### src/sv/i2a_pkg.sv
// ----------------------------------------------------------------------------
// i2a_pkg: shared definitions for the integer to ASCII formatter
// Format codes, character codes, widths and the hex digit lookup.
// ----------------------------------------------------------------------------
package i2a_pkg;

  localparam int VAL_W      = 32;
  localparam int BCD_DIGITS = 10;
  localparam int BCD_W      = BCD_DIGITS * 4;
  localparam int STEP_W     = $clog2(VAL_W);
  localparam int DPTR_W     = $clog2(BCD_DIGITS);
  localparam int FMT_W      = 2;
  localparam int CHAR_W     = 8;

  // Format selector codes. Any other code formats as hex.
  localparam logic [FMT_W-1:0] FMT_SIGNED   = 2'd0;
  localparam logic [FMT_W-1:0] FMT_UNSIGNED = 2'd1;

  localparam logic [CHAR_W-1:0] CH_ZERO  = 8'h30;
  localparam logic [CHAR_W-1:0] CH_LOW_A = 8'h61;
  localparam logic [CHAR_W-1:0] CH_X     = 8'h78;
  localparam logic [CHAR_W-1:0] CH_MINUS = 8'h2D;

  // Index of the most significant hex digit of the operand.
  localparam logic [DPTR_W-1:0] HEX_TOP_DIGIT = DPTR_W'(VAL_W / 4 - 1);

  // Status of the shared conversion unit.
  typedef struct packed {
    logic busy;
    logic done;
  } dab_stat_t;

  function automatic logic [CHAR_W-1:0] hex_char(input logic [3:0] nib);
    logic [CHAR_W-1:0] ch;
    if (nib < 4'd10) begin
      ch = CH_ZERO + {4'd0, nib};
    end else begin
      ch = CH_LOW_A + {4'd0, nib} - 8'd10;
    end
    return ch;
  endfunction

endpackage

### src/sv/i2a_if.sv
// ----------------------------------------------------------------------------
// i2a_if: request channels of the integer to ASCII formatter
// Operand channel and character channel, each with valid/ready handshake.
// ----------------------------------------------------------------------------
interface i2a_in_if;
  import i2a_pkg::*;

  logic               valid;
  logic               ready;
  logic [FMT_W-1:0]   action;
  logic [VAL_W-1:0]   value;

  modport source (output valid, action, value, input ready);
  modport sink   (input valid, action, value, output ready);
endinterface

interface i2a_out_if;
  import i2a_pkg::*;

  logic               valid;
  logic               ready;
  logic [CHAR_W-1:0]  char_out;
  logic               last;

  modport source (output valid, char_out, last, input ready);
  modport sink   (input valid, char_out, last, output ready);
endinterface

### src/sv/i2a_dabble.sv
// ----------------------------------------------------------------------------
// i2a_dabble: iterative binary to BCD converter
// Shift-and-add-3 unit that consumes one operand bit per cycle.
// ----------------------------------------------------------------------------
module i2a_dabble (
  input  logic                      clk,
  input  logic                      rst_n,
  input  logic                      start,
  input  logic [i2a_pkg::VAL_W-1:0] load_bin,
  output logic [i2a_pkg::BCD_W-1:0] bcd,
  output i2a_pkg::dab_stat_t        stat
);
  import i2a_pkg::*;

  logic              busy_r,     busy_nxt;
  logic [STEP_W-1:0] step_cnt_r, step_cnt_nxt;
  logic [VAL_W-1:0]  bin_r,      bin_nxt;
  logic [BCD_W-1:0]  bcd_r,      bcd_nxt;
  logic [BCD_W-1:0]  bcd_adj;
  logic              last_step;

  // Digits of five or more get three added before the shift.
  always_comb begin
    for (int i = 0; i < BCD_DIGITS; i++) begin
      if (bcd_r[i*4 +: 4] >= 4'd5) begin
        bcd_adj[i*4 +: 4] = bcd_r[i*4 +: 4] + 4'd3;
      end else begin
        bcd_adj[i*4 +: 4] = bcd_r[i*4 +: 4];
      end
    end
  end

  assign last_step = busy_r && (step_cnt_r == STEP_W'(VAL_W - 1));

  always_comb begin
    busy_nxt     = busy_r;
    step_cnt_nxt = step_cnt_r;
    bin_nxt      = bin_r;
    bcd_nxt      = bcd_r;
    if (start) begin
      busy_nxt     = 1'b1;
      step_cnt_nxt = '0;
      bin_nxt      = load_bin;
      bcd_nxt      = '0;
    end else if (busy_r) begin
      bin_nxt      = {bin_r[VAL_W-2:0], 1'b0};
      bcd_nxt      = {bcd_adj[BCD_W-2:0], bin_r[VAL_W-1]};
      step_cnt_nxt = step_cnt_r + 1'b1;
      if (last_step) begin
        busy_nxt = 1'b0;
      end
    end
  end

  always_ff @(posedge clk) begin
    if (!rst_n) begin
      busy_r     <= 1'b0;
      step_cnt_r <= '0;
    end else begin
      busy_r     <= busy_nxt;
      step_cnt_r <= step_cnt_nxt;
    end
    bin_r <= bin_nxt;
    bcd_r <= bcd_nxt;
  end

  assign bcd       = bcd_r;
  assign stat.busy = busy_r;
  assign stat.done = last_step;

endmodule

### src/sv/i2a_char_sel.sv
// ----------------------------------------------------------------------------
// i2a_char_sel: character selection
// Picks the next character from the prefix counter and the digit pointer.
// ----------------------------------------------------------------------------
module i2a_char_sel (
  input  logic                       is_hex,
  input  logic [1:0]                 pre_cnt,
  input  logic [i2a_pkg::DPTR_W-1:0] dptr,
  input  logic [i2a_pkg::VAL_W-1:0]  value,
  input  logic [i2a_pkg::BCD_W-1:0]  bcd,
  output logic [i2a_pkg::CHAR_W-1:0] char_sel,
  output logic                       last_sel
);
  import i2a_pkg::*;

  logic [3:0] hex_nib;
  logic [3:0] dec_dig;

  assign hex_nib = value[{dptr[DPTR_W-2:0], 2'b00} +: 4];
  assign dec_dig = bcd[{dptr, 2'b00} +: 4];

  always_comb begin
    if (pre_cnt != 2'd0) begin
      if (!is_hex) begin
        char_sel = CH_MINUS;
      end else if (pre_cnt == 2'd2) begin
        char_sel = CH_ZERO;
      end else begin
        char_sel = CH_X;
      end
    end else if (is_hex) begin
      char_sel = hex_char(hex_nib);
    end else begin
      char_sel = CH_ZERO + {4'd0, dec_dig};
    end
  end

  assign last_sel = (pre_cnt == 2'd0) && (dptr == '0);

endmodule

### src/sv/integer_to_ascii_formatter.sv
// ----------------------------------------------------------------------------
// integer_to_ascii_formatter: 32-bit integer to ASCII text
// Signed decimal, unsigned decimal or 0x-prefixed hex, one character per
// request on the output channel, most significant first.
// ----------------------------------------------------------------------------
// Sequence: a decimal request runs 32 shift-add-3 steps in the converter, then
// a length state that finds the leading digit, before its first character;
// a hex request goes from acceptance straight to character emission.
// Throughput: one character per cycle while the sink is ready; a new request
// is taken only after the last character of the previous one is registered.
// Reset: synchronous active-low rst_n returns the sequencer to idle and drops
// the output valid; data registers are not reset.
// ----------------------------------------------------------------------------
module integer_to_ascii_formatter (
  input  logic       clk,
  input  logic       rst_n,
  i2a_in_if.sink     in_ch,
  i2a_out_if.source  out_ch
);
  import i2a_pkg::*;

  // Sequencer states.
  localparam logic [1:0] ST_IDLE = 2'd0;
  localparam logic [1:0] ST_CONV = 2'd1;
  localparam logic [1:0] ST_LEN  = 2'd2;
  localparam logic [1:0] ST_EMIT = 2'd3;

  logic [1:0]        state_r,     state_nxt;
  logic [VAL_W-1:0]  value_r,     value_nxt;
  logic              is_hex_r,    is_hex_nxt;
  logic [1:0]        pre_cnt_r,   pre_cnt_nxt;
  logic [DPTR_W-1:0] dptr_r,      dptr_nxt;
  logic              out_valid_r, out_valid_nxt;
  logic [CHAR_W-1:0] out_char_r,  out_char_nxt;
  logic              out_last_r,  out_last_nxt;

  logic              in_fire;
  logic              out_free;
  logic              is_hex_in;
  logic              neg_in;
  logic [VAL_W-1:0]  mag_in;
  logic              dab_start;
  logic [BCD_W-1:0]  bcd;
  dab_stat_t         dab_stat;
  logic [CHAR_W-1:0] char_sel;
  logic              last_sel;
  logic [DPTR_W-1:0] msd;

  // A new request is taken only while the sequencer is idle. The output
  // register may still hold the last character of the previous number.
  assign in_ch.ready = (state_r == ST_IDLE);
  assign in_fire     = in_ch.valid && in_ch.ready;
  assign out_free    = !out_valid_r || out_ch.ready;

  // Unused selector code formats as hex, like the hex code itself.
  assign is_hex_in = (in_ch.action != FMT_SIGNED) && (in_ch.action != FMT_UNSIGNED);
  assign neg_in    = (in_ch.action == FMT_SIGNED) && in_ch.value[VAL_W-1];
  // Two's complement negate; the most negative value maps to its own
  // unsigned magnitude, which is what the decimal text needs.
  assign mag_in    = neg_in ? (~in_ch.value + 1'b1) : in_ch.value;
  assign dab_start = in_fire && !is_hex_in;

  i2a_dabble u_dabble (
    .clk      (clk),
    .rst_n    (rst_n),
    .start    (dab_start),
    .load_bin (mag_in),
    .bcd      (bcd),
    .stat     (dab_stat)
  );

  i2a_char_sel u_char_sel (
    .is_hex   (is_hex_r),
    .pre_cnt  (pre_cnt_r),
    .dptr     (dptr_r),
    .value    (value_r),
    .bcd      (bcd),
    .char_sel (char_sel),
    .last_sel (last_sel)
  );

  // Position of the most significant nonzero BCD digit. A zero result keeps
  // position zero, so the number prints as a single '0'.
  always_comb begin
    msd = '0;
    for (int i = 1; i < BCD_DIGITS; i++) begin
      if (bcd[i*4 +: 4] != 4'd0) begin
        msd = DPTR_W'(i);
      end
    end
  end

  always_comb begin
    state_nxt     = state_r;
    value_nxt     = value_r;
    is_hex_nxt    = is_hex_r;
    pre_cnt_nxt   = pre_cnt_r;
    dptr_nxt      = dptr_r;
    out_valid_nxt = out_valid_r && !out_ch.ready;
    out_char_nxt  = out_char_r;
    out_last_nxt  = out_last_r;

    unique case (state_r)
      ST_IDLE: begin
        if (in_fire) begin
          value_nxt  = in_ch.value;
          is_hex_nxt = is_hex_in;
          if (is_hex_in) begin
            // "0x" prefix, then eight digits from the top nibble down.
            pre_cnt_nxt = 2'd2;
            dptr_nxt    = HEX_TOP_DIGIT;
            state_nxt   = ST_EMIT;
          end else begin
            pre_cnt_nxt = neg_in ? 2'd1 : 2'd0;
            state_nxt   = ST_CONV;
          end
        end
      end
      ST_CONV: begin
        if (dab_stat.done) begin
          state_nxt = ST_LEN;
        end
      end
      ST_LEN: begin
        dptr_nxt  = msd;
        state_nxt = ST_EMIT;
      end
      ST_EMIT: begin
        if (out_free) begin
          out_valid_nxt = 1'b1;
          out_char_nxt  = char_sel;
          out_last_nxt  = last_sel;
          if (last_sel) begin
            state_nxt = ST_IDLE;
          end else if (pre_cnt_r != 2'd0) begin
            pre_cnt_nxt = pre_cnt_r - 2'd1;
          end else begin
            dptr_nxt = dptr_r - 1'b1;
          end
        end
      end
      default: begin
        state_nxt = ST_IDLE;
      end
    endcase
  end

  always_ff @(posedge clk) begin
    if (!rst_n) begin
      state_r     <= ST_IDLE;
      out_valid_r <= 1'b0;
    end else begin
      state_r     <= state_nxt;
      out_valid_r <= out_valid_nxt;
    end
    value_r    <= value_nxt;
    is_hex_r   <= is_hex_nxt;
    pre_cnt_r  <= pre_cnt_nxt;
    dptr_r     <= dptr_nxt;
    out_char_r <= out_char_nxt;
    out_last_r <= out_last_nxt;
  end

  assign out_ch.valid    = out_valid_r;
  assign out_ch.char_out = out_char_r;
  assign out_ch.last     = out_last_r;

endmodule
### src/flat_wrapper.sv
// flat-port wrapper written by rule: the top's interface ports become plain ports
module integer_to_ascii_formatter_flat import i2a_pkg::*;
  (clk, rst_n, in_ch_valid, in_ch_action, in_ch_value, in_ch_ready, out_ch_valid, out_ch_char_out, out_ch_last, out_ch_ready);
  i2a_in_if in_ch_i ();
  i2a_out_if out_ch_i ();
  input  logic clk;
  input  logic rst_n;
  input wire logic [$bits(in_ch_i.valid)-1:0] in_ch_valid;
  input wire logic [$bits(in_ch_i.action)-1:0] in_ch_action;
  input wire logic [$bits(in_ch_i.value)-1:0] in_ch_value;
  output wire logic [$bits(in_ch_i.ready)-1:0] in_ch_ready;
  output wire logic [$bits(out_ch_i.valid)-1:0] out_ch_valid;
  output wire logic [$bits(out_ch_i.char_out)-1:0] out_ch_char_out;
  output wire logic [$bits(out_ch_i.last)-1:0] out_ch_last;
  input wire logic [$bits(out_ch_i.ready)-1:0] out_ch_ready;
  assign in_ch_i.valid = in_ch_valid;
  assign in_ch_i.action = in_ch_action;
  assign in_ch_i.value = in_ch_value;
  assign in_ch_ready = in_ch_i.ready;
  assign out_ch_valid = out_ch_i.valid;
  assign out_ch_char_out = out_ch_i.char_out;
  assign out_ch_last = out_ch_i.last;
  assign out_ch_i.ready = out_ch_ready;
  integer_to_ascii_formatter u_core (.clk(clk), .rst_n(rst_n), .in_ch(in_ch_i), .out_ch(out_ch_i));
endmodule
### config.mk
export PLATFORM = sky130hd
export DESIGN_NAME = integer_to_ascii_formatter_flat
export DESIGN_NICKNAME = d
export VERILOG_FILES = /design/src/sv/i2a_pkg.sv /design/src/sv/i2a_if.sv /design/src/sv/i2a_dabble.sv /design/src/sv/i2a_char_sel.sv /design/src/sv/integer_to_ascii_formatter.sv /design/src/flat_wrapper.sv
export SDC_FILE = /design/constraint.sdc
export NUM_CORES = 1
export LEC_CHECK = 0
export BUFFER_PORTS_ARGS = -buffer_cell sky130_fd_sc_hd__buf_2
export CORE_MARGIN = 2
export CORE_UTILIZATION = 55
export DETAILED_ROUTE_END_ITERATION = 10
export HOLD_SLACK_MARGIN = 0.02
export PLACE_DENSITY = 0.73
export SETUP_SLACK_MARGIN = 0.2
export SYNTH_ARGS = -nofsm -noshare
export SYNTH_HDL_FRONTEND = slang
export SYNTH_HIERARCHICAL = 1
export SYNTH_SLANG_ARGS = --single-unit
### constraint.sdc
create_clock -name clk -period 5.56 [get_ports clk]
set_input_delay 0.556 -clock clk [delete_from_list [all_inputs] [get_ports clk]]
set_output_delay 0.556 -clock clk [all_outputs]
set_load 0.01 [all_outputs]
**Word level (Yosys, flattened, before mapping)**

Index checks and enable logic that the tools add are counted.
Widths: inputs -> output; s select.

- Register bits: 129
- Bits in latches: 0
- Memory bits (writable): 0
- Bits in read-only memories: 0
- Bits of input ports: 38
- Output and inout port bits: 11
- Word-level logic and storage cells: 145
- Memories kept: 0

- Add/subtract/negate cells: 18
- Multipliers: 0
- Div/mod/pow operators: 0
- Order comparisons: 11
- Eq/ne operators: 14
- Shift-type cells: 2
- Muxes and demuxes: 51
- Bitwise gates (word level): 2
- Reduce and logical (&&, ||, !) cells: 35

Operators by type and width:

| kind | count |
|---|---|
| $mux 32 | 3 |
| $mux 4 | 16 |
| $ge 4x3->1 const B | 10 |
| $shiftx 40x7->4 | 1 |
| $add 4x2->4 const B | 9 |
| $reduce_bool 4->1 | 9 |
| $add 32x1->32 const B | 1 |
| $not 32->32 | 1 |
| $shiftx 32x6->4 | 1 |
| $mux 2 | 12 |
| $mux 8 | 3 |
| $mux 3 | 5 |
| $add 6x4->7 const A | 2 |
| $mux 7 | 2 |
| $pmux 4 s3 | 1 |
| $ne 2x2->1 const B | 5 |
| $add 7x4->8 const A | 1 |
| $ne 2x1->1 const B | 4 |
| $pmux 2 s4 | 1 |
| $reduce_bool 2->1 | 4 |
| $sub 8x4->8 const B | 1 |
| $logic_and 1x1->1 | 7 |
| $mux 1 | 7 |
| $eq 2x2->1 const B | 3 |
| 19 further kinds | 24 |

**Longest topological paths before layout**

Gate-level depths: netlist (run 1).

- Word-level depth: 11
- Gate-level depth with buffers: 9
- Depth with buffers taken out: 8

**By module**

The synthesis (run 1) kept the hierarchy.

By module, submodules not included:

| module | times used | cells each | area each (sq um) |
|---|---|---|---|
| i2a_dabble | 1 | 402 | 4,056.4 |
| integer_to_ascii_formatter | 1 | 218 | 2,657.5 |
| i2a_char_sel | 1 | 74 | 803.3 |

**Worst setup path before layout (run 1)**

Ideal clock, no wire load.

- Kind: reg2reg
- Start point: register u_core.state_r[0]
- End point: register u_core.u_dabble.bin_r[0], enable pin
- Setup time: 0.375 ns
- Arrival: 2.803 ns
- Data required time: 5.185 ns
- Path slack: 2.383 ns
- Cell stages (with the launch flop): 8
- Path buffers: 2
- Clock period less this slack: 3.177 ns
- Cells stage by stage: dfxtp_1 inv_1 ha_1 and2_1 and2_1 buf_2 clkbuf_1 or2_2

- Longest elaborated chain between the ends: 4

Ends and longest elaborated chain:

| element | RTL line | source |
|---|---|---|
| start: declaration | integer_to_ascii_formatter.sv:28 | `logic [1:0] state_r, state_nxt;` |
| start signal: assignment | integer_to_ascii_formatter.sv:153 | `state_r <= state_nxt;` |
| $logic_not 2->1 | integer_to_ascii_formatter.sv:51 | `assign in_ch.ready = (state_r == ST_IDLE);` |
| net in_ch_ready | flat_wrapper.sv:11 | `output wire logic [$bits(in_ch_i.ready)-1:0] in_ch_ready;` |
| $logic_and 1x1->1 | integer_to_ascii_formatter.sv:52 | `assign in_fire = in_ch.valid && in_ch.ready;` |
| $logic_and 1x1->1 | integer_to_ascii_formatter.sv:61 | `assign dab_start = in_fire && !is_hex_in;` |
| net u_core.dab_start | integer_to_ascii_formatter.sv:42 | `logic dab_start;` |
| $reduce_bool 2->1 (no line) | - |  |
| end signal: assignment | i2a_dabble.sv:63 | `bin_r <= bin_nxt;` |
| end: declaration | i2a_dabble.sv:17 | `logic [VAL_W-1:0] bin_r, bin_nxt;` |

The timed path passes the listed nets, and every way through them passes these cells.
A chain may end at the register's enable or synchronous reset.

**Final worst setup path (run 1)**

- Start point: register u_core.state_r[1]
- End point: register u_core.u_dabble.bin_r[28], enable pin

- Longest elaborated chain between the ends: 4

Ends and longest elaborated chain:

| element | RTL line |
|---|---|
| $logic_not 2->1 | integer_to_ascii_formatter.sv:51 |
| $logic_and 1x1->1 | integer_to_ascii_formatter.sv:52 |
| $logic_and 1x1->1 | integer_to_ascii_formatter.sv:61 |
| net u_core.dab_start | integer_to_ascii_formatter.sv:42 |
| $reduce_bool 2->1 (no line) | - |

The timed path passes the listed nets, and every way through them passes these cells.

==> impl_metrics.yaml, run 1 <==
critical_path:
  cp_max_fo: 37
  start_kind: "flop"
  worstSetupEndpointType: "flop"
  crit_type: "reg -> reg"
  reg2reg_depth: 7
  required_ps: 5610
  crit_arrival_ps: 3510
  r2r-end: "u_core/u_dabble/bin_r[28]$_DFFE_PP_"
  r2r-start: "u_core/state_r[1]$_SDFFE_PN0P_"
  r2r_slack_ps: 2110
  crit_start: "u_core/state_r[1]$_SDFFE_PN0P_"
place:
  place.gp.congestion: 0.824
  post-dp-hpwl_mm: 11.8
  io_buffers: 48
final_layout:
  drive_gt1_share_pct: 22.8
  syn2layout_area_growth_pct: 12.0
  antenna_cells: 0
  layout_commonest_cell: "edfxtp_1"
  num-nets-final: 803
  final_cell_mix: "80 x edfxtp_1, 50 x inv_1, 48 x buf_2, 48 x dfxtp_1, 43 x nand2_1"
logic_synthesis:
  yosysWarnings: 6
  synth_fp_nets: 762
  syn_avg_cell_area_um2: 10.8
  syn_inst: 693
  syn-cell-area_um2: 7510
clocking:
  cts_tree: "yes"
  post_cts_buffers: 0
  worst_skew_pair.late_latency_ps: 420
  post_cts_resized: 0
  cts.clk_slew.worst_paths_ps: 60
  h-tree-depth: 4
  clockRootBuffer: "clkbuf_16"
  cts_made_buffers: 17
  cts.sinks: 129
  postCtsHoldBufs: 0
  clk_path_buf_depth: 2
sta:
  rsz0062_at_grt: "no"
  finalMaxSlewViolations: 0
  worst_pin_slew_ps: 1050
  period_minus_slack_ps: 3450
  setup_violations: 0
  min_period_over_period_pct: 62.1
  hold_viol: 0
  finClkSkew_ps: 6.89
  setup-tns-final_ps: 0
  max_freq_ghz: 0.290
  relSlewSlack_pct: 30.3
grt:
  grt_pass1_vias: 5350
  grt_pass1_wl_mm: 27.3
  grt_util_all_layers_pct: 23.9
  antenna_found_initial: 0
  grt_max_degree: 56
  grt.overflow.total: 0
floorplanning:
  die_w_um: 121
  row_count: 42
  core_region_area_um2: 13300
  initial_core_util_pct: 56.5
  fp.dieH_um: 121
  boundaryPins: 49
  dieArea_um2: 14600
drt:
  drc: 0
  first_pass_iters: 7
  wl_per_cell_um: 18.1
  ant_nets: 0
  routed-via-count: 5694
  routed_wl_mm: 16.7
  drt_iter0_markers: 572
  vias_per_cell: 6.17
min_path:
  whs_endpoint: "u_core/value_r[16]$_DFFE_PP_"
  whs_path_depth: 1
  hp-start: "in_ch_value[16]"
  min_path_type: "in -> reg"
power:
  total_power_mw: 4.52
  power_density_nw_per_um2: 538
  power.leakage_nw: 3.00
  ir_worst_vdd_mv: 0.266
run:
  cap_viol_max_count: 0
run_status:
  status: "complete, no violations"
-- final cells by class --
class                           instances  area, um2
Inverter                               51        191
Sequential cell                       129       3380
Multi-Input combinational cell        481       3760
Tap cell                              176        220
Clock buffer                           17        425
Fill cell                            1045       4880
Clock inverter                         15        146
Timing Repair Buffer                   54        285
-- critical path: stages (launching register included) --
cell     delay [ps]
dfxtp_1         330
inv_1           130
ha_1            330
and2_1          180
buf_4           380
and2_2          520
buf_4           480
or2_2           700
-- flip-flops by register name (all words and copies together) (netlist names), 2 cells and up --
register,flops
u_core/u_dabble/bcd,40
u_core/u_dabble/bin_r,32
u_core/value_r,32
u_core/out_ch.char_out,8
u_core/u_dabble/step_cnt_r,5
u_core/dptr_r,4
u_core/pre_cnt_r,2
u_core/state_r,2
-- layer usage --
metal	wire length, um	share of wire [%]	GRT usage (%)
met1	7240	43	32.4
met2	8120	49	38.0
met4	339	2.0	7.92
met3	1010	6.0	5.40
met5	0	0	0
-- worst max-delay path by stage --
stage | to | slack, ps | cells after the start
after CTS | u_core/u_dabble/bin_r[4]$_DFFE_PP_ | 2130 | 7
after floorplan | u_core/u_dabble/bin_r[0]$_SDFFCE_PN0P_ | 2380 | 7
after global placement | u_core/u_dabble/bin_r[21]$_DFFE_PP_ | 2280 | 7
after global routing | u_core/u_dabble/bin_r[11]$_DFFE_PP_ | 1840 | 7
after detailed placement | u_core/u_dabble/bin_r[22]$_DFFE_PP_ | 2150 | 7
final | u_core/u_dabble/bin_r[28]$_DFFE_PP_ | 2110 | 7
-- through the flow --
step           instance area [um2]  utilization [%]  setup slack, ps  std cells  hold WS, ps
2_1_floorplan                 7510                -             2380        693          456
3_3_place_gp                  7840             59.0             2280        891          479
3_5_place_dp                  7840             59.0             2150        891          506
4_1_cts                       8410             63.3             2130        923          344
5_1_grt                       8410             63.3             1840        923          351
6_report                      8410             63.3             2110        923          358
-- power by group --
group	total, mW	internal [mW]	leakage, nW	switching (mW)
combinational	1.71	0.768	1.56	0.939
clock	1.08	0.627	0.287	0.450
sequential	1.74	1.38	1.15	0.358
No activity file was read; power rests on OpenSTA's default activity.
==> run 2: changes to the inputs <==
==> constraint.sdc (replaced) <==
create_clock -name clk -period 3.6 [get_ports clk]
set_input_delay 0.36 -clock clk [delete_from_list [all_inputs] [get_ports clk]]
set_output_delay 0.36 -clock clk [all_outputs]
set_load 0.01 [all_outputs]
==> impl_metrics.yaml, run 2 (synthesis results as in run 1) <==
power:
  power.leakage_nw: 3.03
  pwr-share-clk_pct: 25.7
  netSwitchingFraction_pct: 37.4
  switchingPower_mw: 2.69
  power_density_nw_per_um2: 848
  ir_worst_vdd_mv: 0.471
  p_int_mw: 4.51
  comb_power_share_pct: 36.8
  seqPwrFrac_pct: 37.5
  total_power_mw: 7.20
critical_path:
  worstSetupEndpointType: "flop"
  crit_type: "reg -> reg"
  cp_max_fo: 12
  critPathTopFamily: "multiplexers"
  required_ps: 3870
  r2r_slack_ps: 940
  start_kind: "flop"
  r2r-end: "u_core/out_ch.char_out[2]$_DFFE_PP_"
  crit_arrival_ps: 2930
  path_cells: "mux4_2 > mux2i_1 > ha_1 > inv_1 > o31ai_1 > o31ai_1 > a21oi_1"
  max_stage_delay_ps: 790
  cp_common_cell: "o31ai_1"
  slowest_stage: "edfxtp_1"
  crit_start: "u_core/dptr_r[0]$_DFFE_PP_"
  crit_buf_inv: 1
  r2r-start: "u_core/dptr_r[0]$_DFFE_PP_"
  reg2reg_depth: 7
floorplanning:
  fp.dieH_um: 121
  dieArea_um2: 14600
  core_region_area_um2: 13300
  row_count: 42
  initial_core_util_pct: 56.5
  boundaryPins: 49
  die_w_um: 121
drt:
  drc: 0
  routed-via-count: 5789
  first_pass_iters: 5
  wl_per_cell_um: 19.1
  vias_per_cell: 6.25
  routed_wl_mm: 17.7
  drt_iter0_markers: 511
  ant_nets: 0
grt:
  grt.met1_usage_pct: 32.7
  met2_usage_pct: 41.7
  grt_pass1_vias: 5705
  met3_usage_pct: 6.06
  grt.overflow.total: 0
  grt_pass1_wl_mm: 29.0
  top_usage_layer: "met2"
  grt_max_degree: 60
  antenna_found_initial: 0
  grt_util_all_layers_pct: 25.6
clocking:
  postCtsHoldBufs: 0
  cts_made_buffers: 17
  post_cts_resized: 0
  clockRootBuffer: "clkbuf_16"
  post_cts_buffers: 0
  cts.sinks: 129
  cts.clk_slew.worst_paths_ps: 60
  clk_path_buf_depth: 2
  cts_tree: "yes"
  h-tree-depth: 4
  worst_skew_pair.late_latency_ps: 430
place:
  place_area_um2: 7860
  place.gp.congestion: 0.850
  io_buffers: 48
  placedCellCount: 894
  pre_cts_ws_ps: 1010
  post-dp-hpwl_mm: 12.1
sta:
  setup_ws_ps: 939
  worst_pin_slew_ps: 1020
  period_minus_slack_ps: 2660
  relSlewSlack_pct: 32.2
  worst_hold_slack_ps: 157
  rsz0062_at_grt: "no"
  max_freq_ghz: 0.376
  setup_violations: 0
  hold_viol: 0
  finClkSkew_ps: 10.9
  finalMaxSlewViolations: 0
  min_period_over_period_pct: 73.9
  setup-tns-final_ps: 0
final_layout:
  fin_area_um2: 8490
  antenna_cells: 0
  largest_reg_flops: 40
  num-nets-final: 806
  syn2layout_area_growth_pct: 13.1
  final_cell_mix: "80 x edfxtp_1, 50 x inv_1, 48 x buf_2, 48 x dfxtp_1, 43 x nand2_1"
  drive_gt1_share_pct: 22.8
  layout_commonest_cell: "edfxtp_1"
  utilization_pct: 63.9
  layout.cells.non_filler: 926
run_status:
  status: "complete, no violations"
min_path:
  min_path_type: "in -> reg"
  whs_path_depth: 1
  whs_endpoint: "u_core/value_r[29]$_DFFE_PP_"
  hp-start: "in_ch_value[29]"
run:
  cap_viol_max_count: 0
## run 2: cell count changes in the layout (fill, tap and decap cells not counted), moves of 2 or more
cell,before,now
clkbuf_1,0,2
inv_8,2,0
inv_6,5,1
buf_4,6,9
bufinv_16,1,4
clkinv_2,3,1
## run 2: worst reg2reg max path: cells and delay by family (launching register included)
family          cells  cell delay [ps]
mux                 2              860
flops               1              790
buf+inv             1               60
compound gates      3              570
fa+ha+maj           1              230
## run 2: final cells by class
type,count,area (um2)
multi-input cells,481,3760
clock buffers,20,447
fillers,990,4800
clock inverters,12,185
inverters,51,191
well taps,176,220
repair buffers,57,308
flip-flops and latches,129,3380
## run 2: worst max-delay path by stage
stage	endpoint	slack, ps	depth (start not counted)
final	u_core/out_ch.char_out[2]$_DFFE_PP_	940	7
after detailed placement	u_core/u_dabble/bin_r[26]$_DFFE_PP_	1010	9
after global routing	u_core/out_ch.char_out[2]$_DFFE_PP_	830	7
after global placement	u_core/u_dabble/bin_r[18]$_DFFE_PP_	1120	9
after floorplan	u_core/u_dabble/bin_r[0]$_SDFFCE_PN0P_	420	7
after CTS	u_core/out_ch.char_out[2]$_DFFE_PP_	970	7
## run 2: layer usage
metal,up-vias,routed length (um)
met5,-,0
met3,33,1050
li1,2686,-
met1,2834,7660
met4,0,341
met2,236,8640
## run 2: power groups by stage
stage	registers, mW	clock network (mW)	logic, mW
floorplan	2.48	0	2.13
global route	2.78	1.94	2.92
CTS	2.69	1.87	2.61
detailed placement	2.71	0	2.58
global placement	2.68	0	2.43
finish	2.70	1.85	2.65
==> run 3: changes to the inputs <==
--- a/config.mk
+++ b/config.mk
@@ -5,12 +5,13 @@
 export SDC_FILE = /design/constraint.sdc
 export NUM_CORES = 1
 export LEC_CHECK = 0
+export ABC_AREA = 1
 export BUFFER_PORTS_ARGS = -buffer_cell sky130_fd_sc_hd__buf_2
 export CORE_MARGIN = 2
 export CORE_UTILIZATION = 55
 export DETAILED_ROUTE_END_ITERATION = 10
 export HOLD_SLACK_MARGIN = 0.02
-export PLACE_DENSITY = 0.73
+export PLACE_DENSITY = 0.76
 export SETUP_SLACK_MARGIN = 0.2
 export SYNTH_ARGS = -nofsm -noshare
 export SYNTH_HDL_FRONTEND = slang
==> constraint.sdc (replaced) <==
create_clock -name clk -period 2.2 [get_ports clk]
set_input_delay 0.22 -clock clk [delete_from_list [all_inputs] [get_ports clk]]
set_output_delay 0.22 -clock clk [all_outputs]
set_load 0.01 [all_outputs]
==> impl_metrics.yaml, run 3 <==
run_status:
  status: "complete, no violations"
final_layout:
  utilization_pct: 65.2
  syn2layout_area_growth_pct: 15.3
  drive_gt1_share_pct: 13.1
  num-nets-final: 1197
  nFillCells: 1205
  final_cell_mix: "349 x nand2_1, 121 x inv_1, 91 x nand3_1"
  antenna_cells: 0
  layout_commonest_cell: "nand2_1"
  largest_reg_flops: 40
  fin_area_um2: 9090
  layout.cells.non_filler: 1321
floorplanning:
  core_region_area_um2: 13900
  fp.dieH_um: 124
  row_count: 43
  dieArea_um2: 15300
  boundaryPins: 49
  initial_core_util_pct: 56.6
  die_w_um: 124
clocking:
  cts.sinks: 129
  clockRootBuffer: "clkbuf_16"
  clk_path_buf_depth: 2
  cts_tree: "yes"
  worst_skew_pair.late_latency_ps: 420
  cts.clk_slew.worst_paths_ps: 60
  cts_made_buffers: 17
  h-tree-depth: 4
logic_synthesis:
  syn-cell-area_um2: 7880
  syn_inst: 1060
  synth_fp_nets: 1129
  syn_avg_cell_area_um2: 7.44
  yosysWarnings: 6
power:
  ir_worst_vdd_mv: 0.716
  power_density_nw_per_um2: 1060
  power.leakage_nw: 4.22
grt:
  top_usage_layer: "met2"
  grt_pass1_wl_mm: 30.2
  antenna_found_initial: 0
  grt_pass1_vias: 6250
  grt_util_all_layers_pct: 25.5
  grt_max_degree: 43
  grt.met1_usage_pct: 34.7
  met2_usage_pct: 40.5
  grt.overflow.total: 0
  met3_usage_pct: 5.36
drt:
  first_pass_iters: 5
  drc: 0
  ant_nets: 0
  vias_per_cell: 5.36
  routed-via-count: 7084
  wl_per_cell_um: 14.5
  drt_iter0_markers: 710
  routed_wl_mm: 19.1
run:
  cap_viol_max_count: 0
critical_path:
  r2r_slack_ps: 190
  start_kind: "flop"
  crit_type: "reg -> reg"
  crit_arrival_ps: 2180
  required_ps: 2370
  worstSetupEndpointType: "flop"
  cp_max_fo: 12
place:
  place.gp.congestion: 0.920
  pre_cts_ws_ps: 87.5
  post-dp-hpwl_mm: 13.3
  placedCellCount: 1272
  place_area_um2: 8310
  io_buffers: 48
min_path:
  min_path_type: "in -> reg"
sta:
  hold_viol: 0
  min_period_over_period_pct: 91.4
  max_freq_ghz: 0.497
  setup_violations: 0
  period_minus_slack_ps: 2010
  setup-tns-final_ps: 0
  finClkSkew_ps: 7.79
  setup_ws_ps: 189
  rsz0062_at_grt: "yes"
  worst_pin_slew_ps: 502
  relSlewSlack_pct: 66.6
  finalMaxSlewViolations: 0
## run 3: per-layer routing
layer | up-vias | wire length [um]
li1 | 3556 | -
met1 | 3255 | 8650
met2 | 242 | 8740
met3 | 31 | 1350
met4 | 0 | 370
met5 | - | 0
## run 3: worst max-delay path, stage by stage, from the launching register on
cell and delay [ps]:
edfxtp_1 460, buf_6 160, buf_12 130, o21ai_2 140
o22ai_2 110, o21ai_2 260, ha_4 190, nand4_1 80
nand3_1 70, nand2_1 60, nand2_1 50, nand2_1 40
## run 3: stage by stage
stage | total power [mW] | hold WS, ps
after floorplan | 5.82 | 319
after global placement | 6.59 | 413
after detailed placement | 6.63 | 420
after CTS | 9.28 | 24.5
after global routing | 10.2 | 25.9
final | 9.62 | 35.8
## run 3: layout make-up
class	count	area, um2	area share [%]
Sequential cell	129	3380	37.2
Tap cell	180	225	2.48
Multi-Input combinational cell	766	3860	42.4
Inverter	129	498	5.48
Clock buffer	26	479	5.27
Clock inverter	6	57.6	0.633
Timing Repair Buffer	85	588	6.47
## run 3: report_power, final
group | internal, mW | total, mW | leakage [nW] | switching [mW]
Combinational | 1.31 | 3.51 | 2.81 | 2.20
Sequential | 3.23 | 3.52 | 1.15 | 0.292
Clock | 1.60 | 2.59 | 0.262 | 0.990
Total | 6.14 | 9.62 | 4.22 | 3.48
## run 3: path summary, 6_finish.rpt
check	startpoint	to	cells after the start
worst max register to register	u_core/dptr_r[0]$_DFFE_PP_	u_core/out_ch.char_out[2]$_DFFE_PP_	11
worst min register to register	u_core/u_dabble/step_cnt_r[3]$_SDFFE_PP0P_	u_core/u_dabble/step_cnt_r[3]$_SDFFE_PP0P_	1
worst max-delay path	u_core/dptr_r[0]$_DFFE_PP_	u_core/out_ch.char_out[2]$_DFFE_PP_	11
worst min-delay path	in_ch_value[23]	u_core/value_r[23]$_DFFE_PP_	1
## run 3: what timing repair did
| item | in CTS | in global routing |
|---|---|---|
| hold buffers | 5 | 0 |
| pin swaps | 1 | 9 |
| hold endpoints to repair | 5 | 0 |
| resized for setup | 3 | 22 |
| setup buffers | 0 | 11 |
| cloned | 0 | 1 |
| setup endpoints to repair | 2 | 47 |
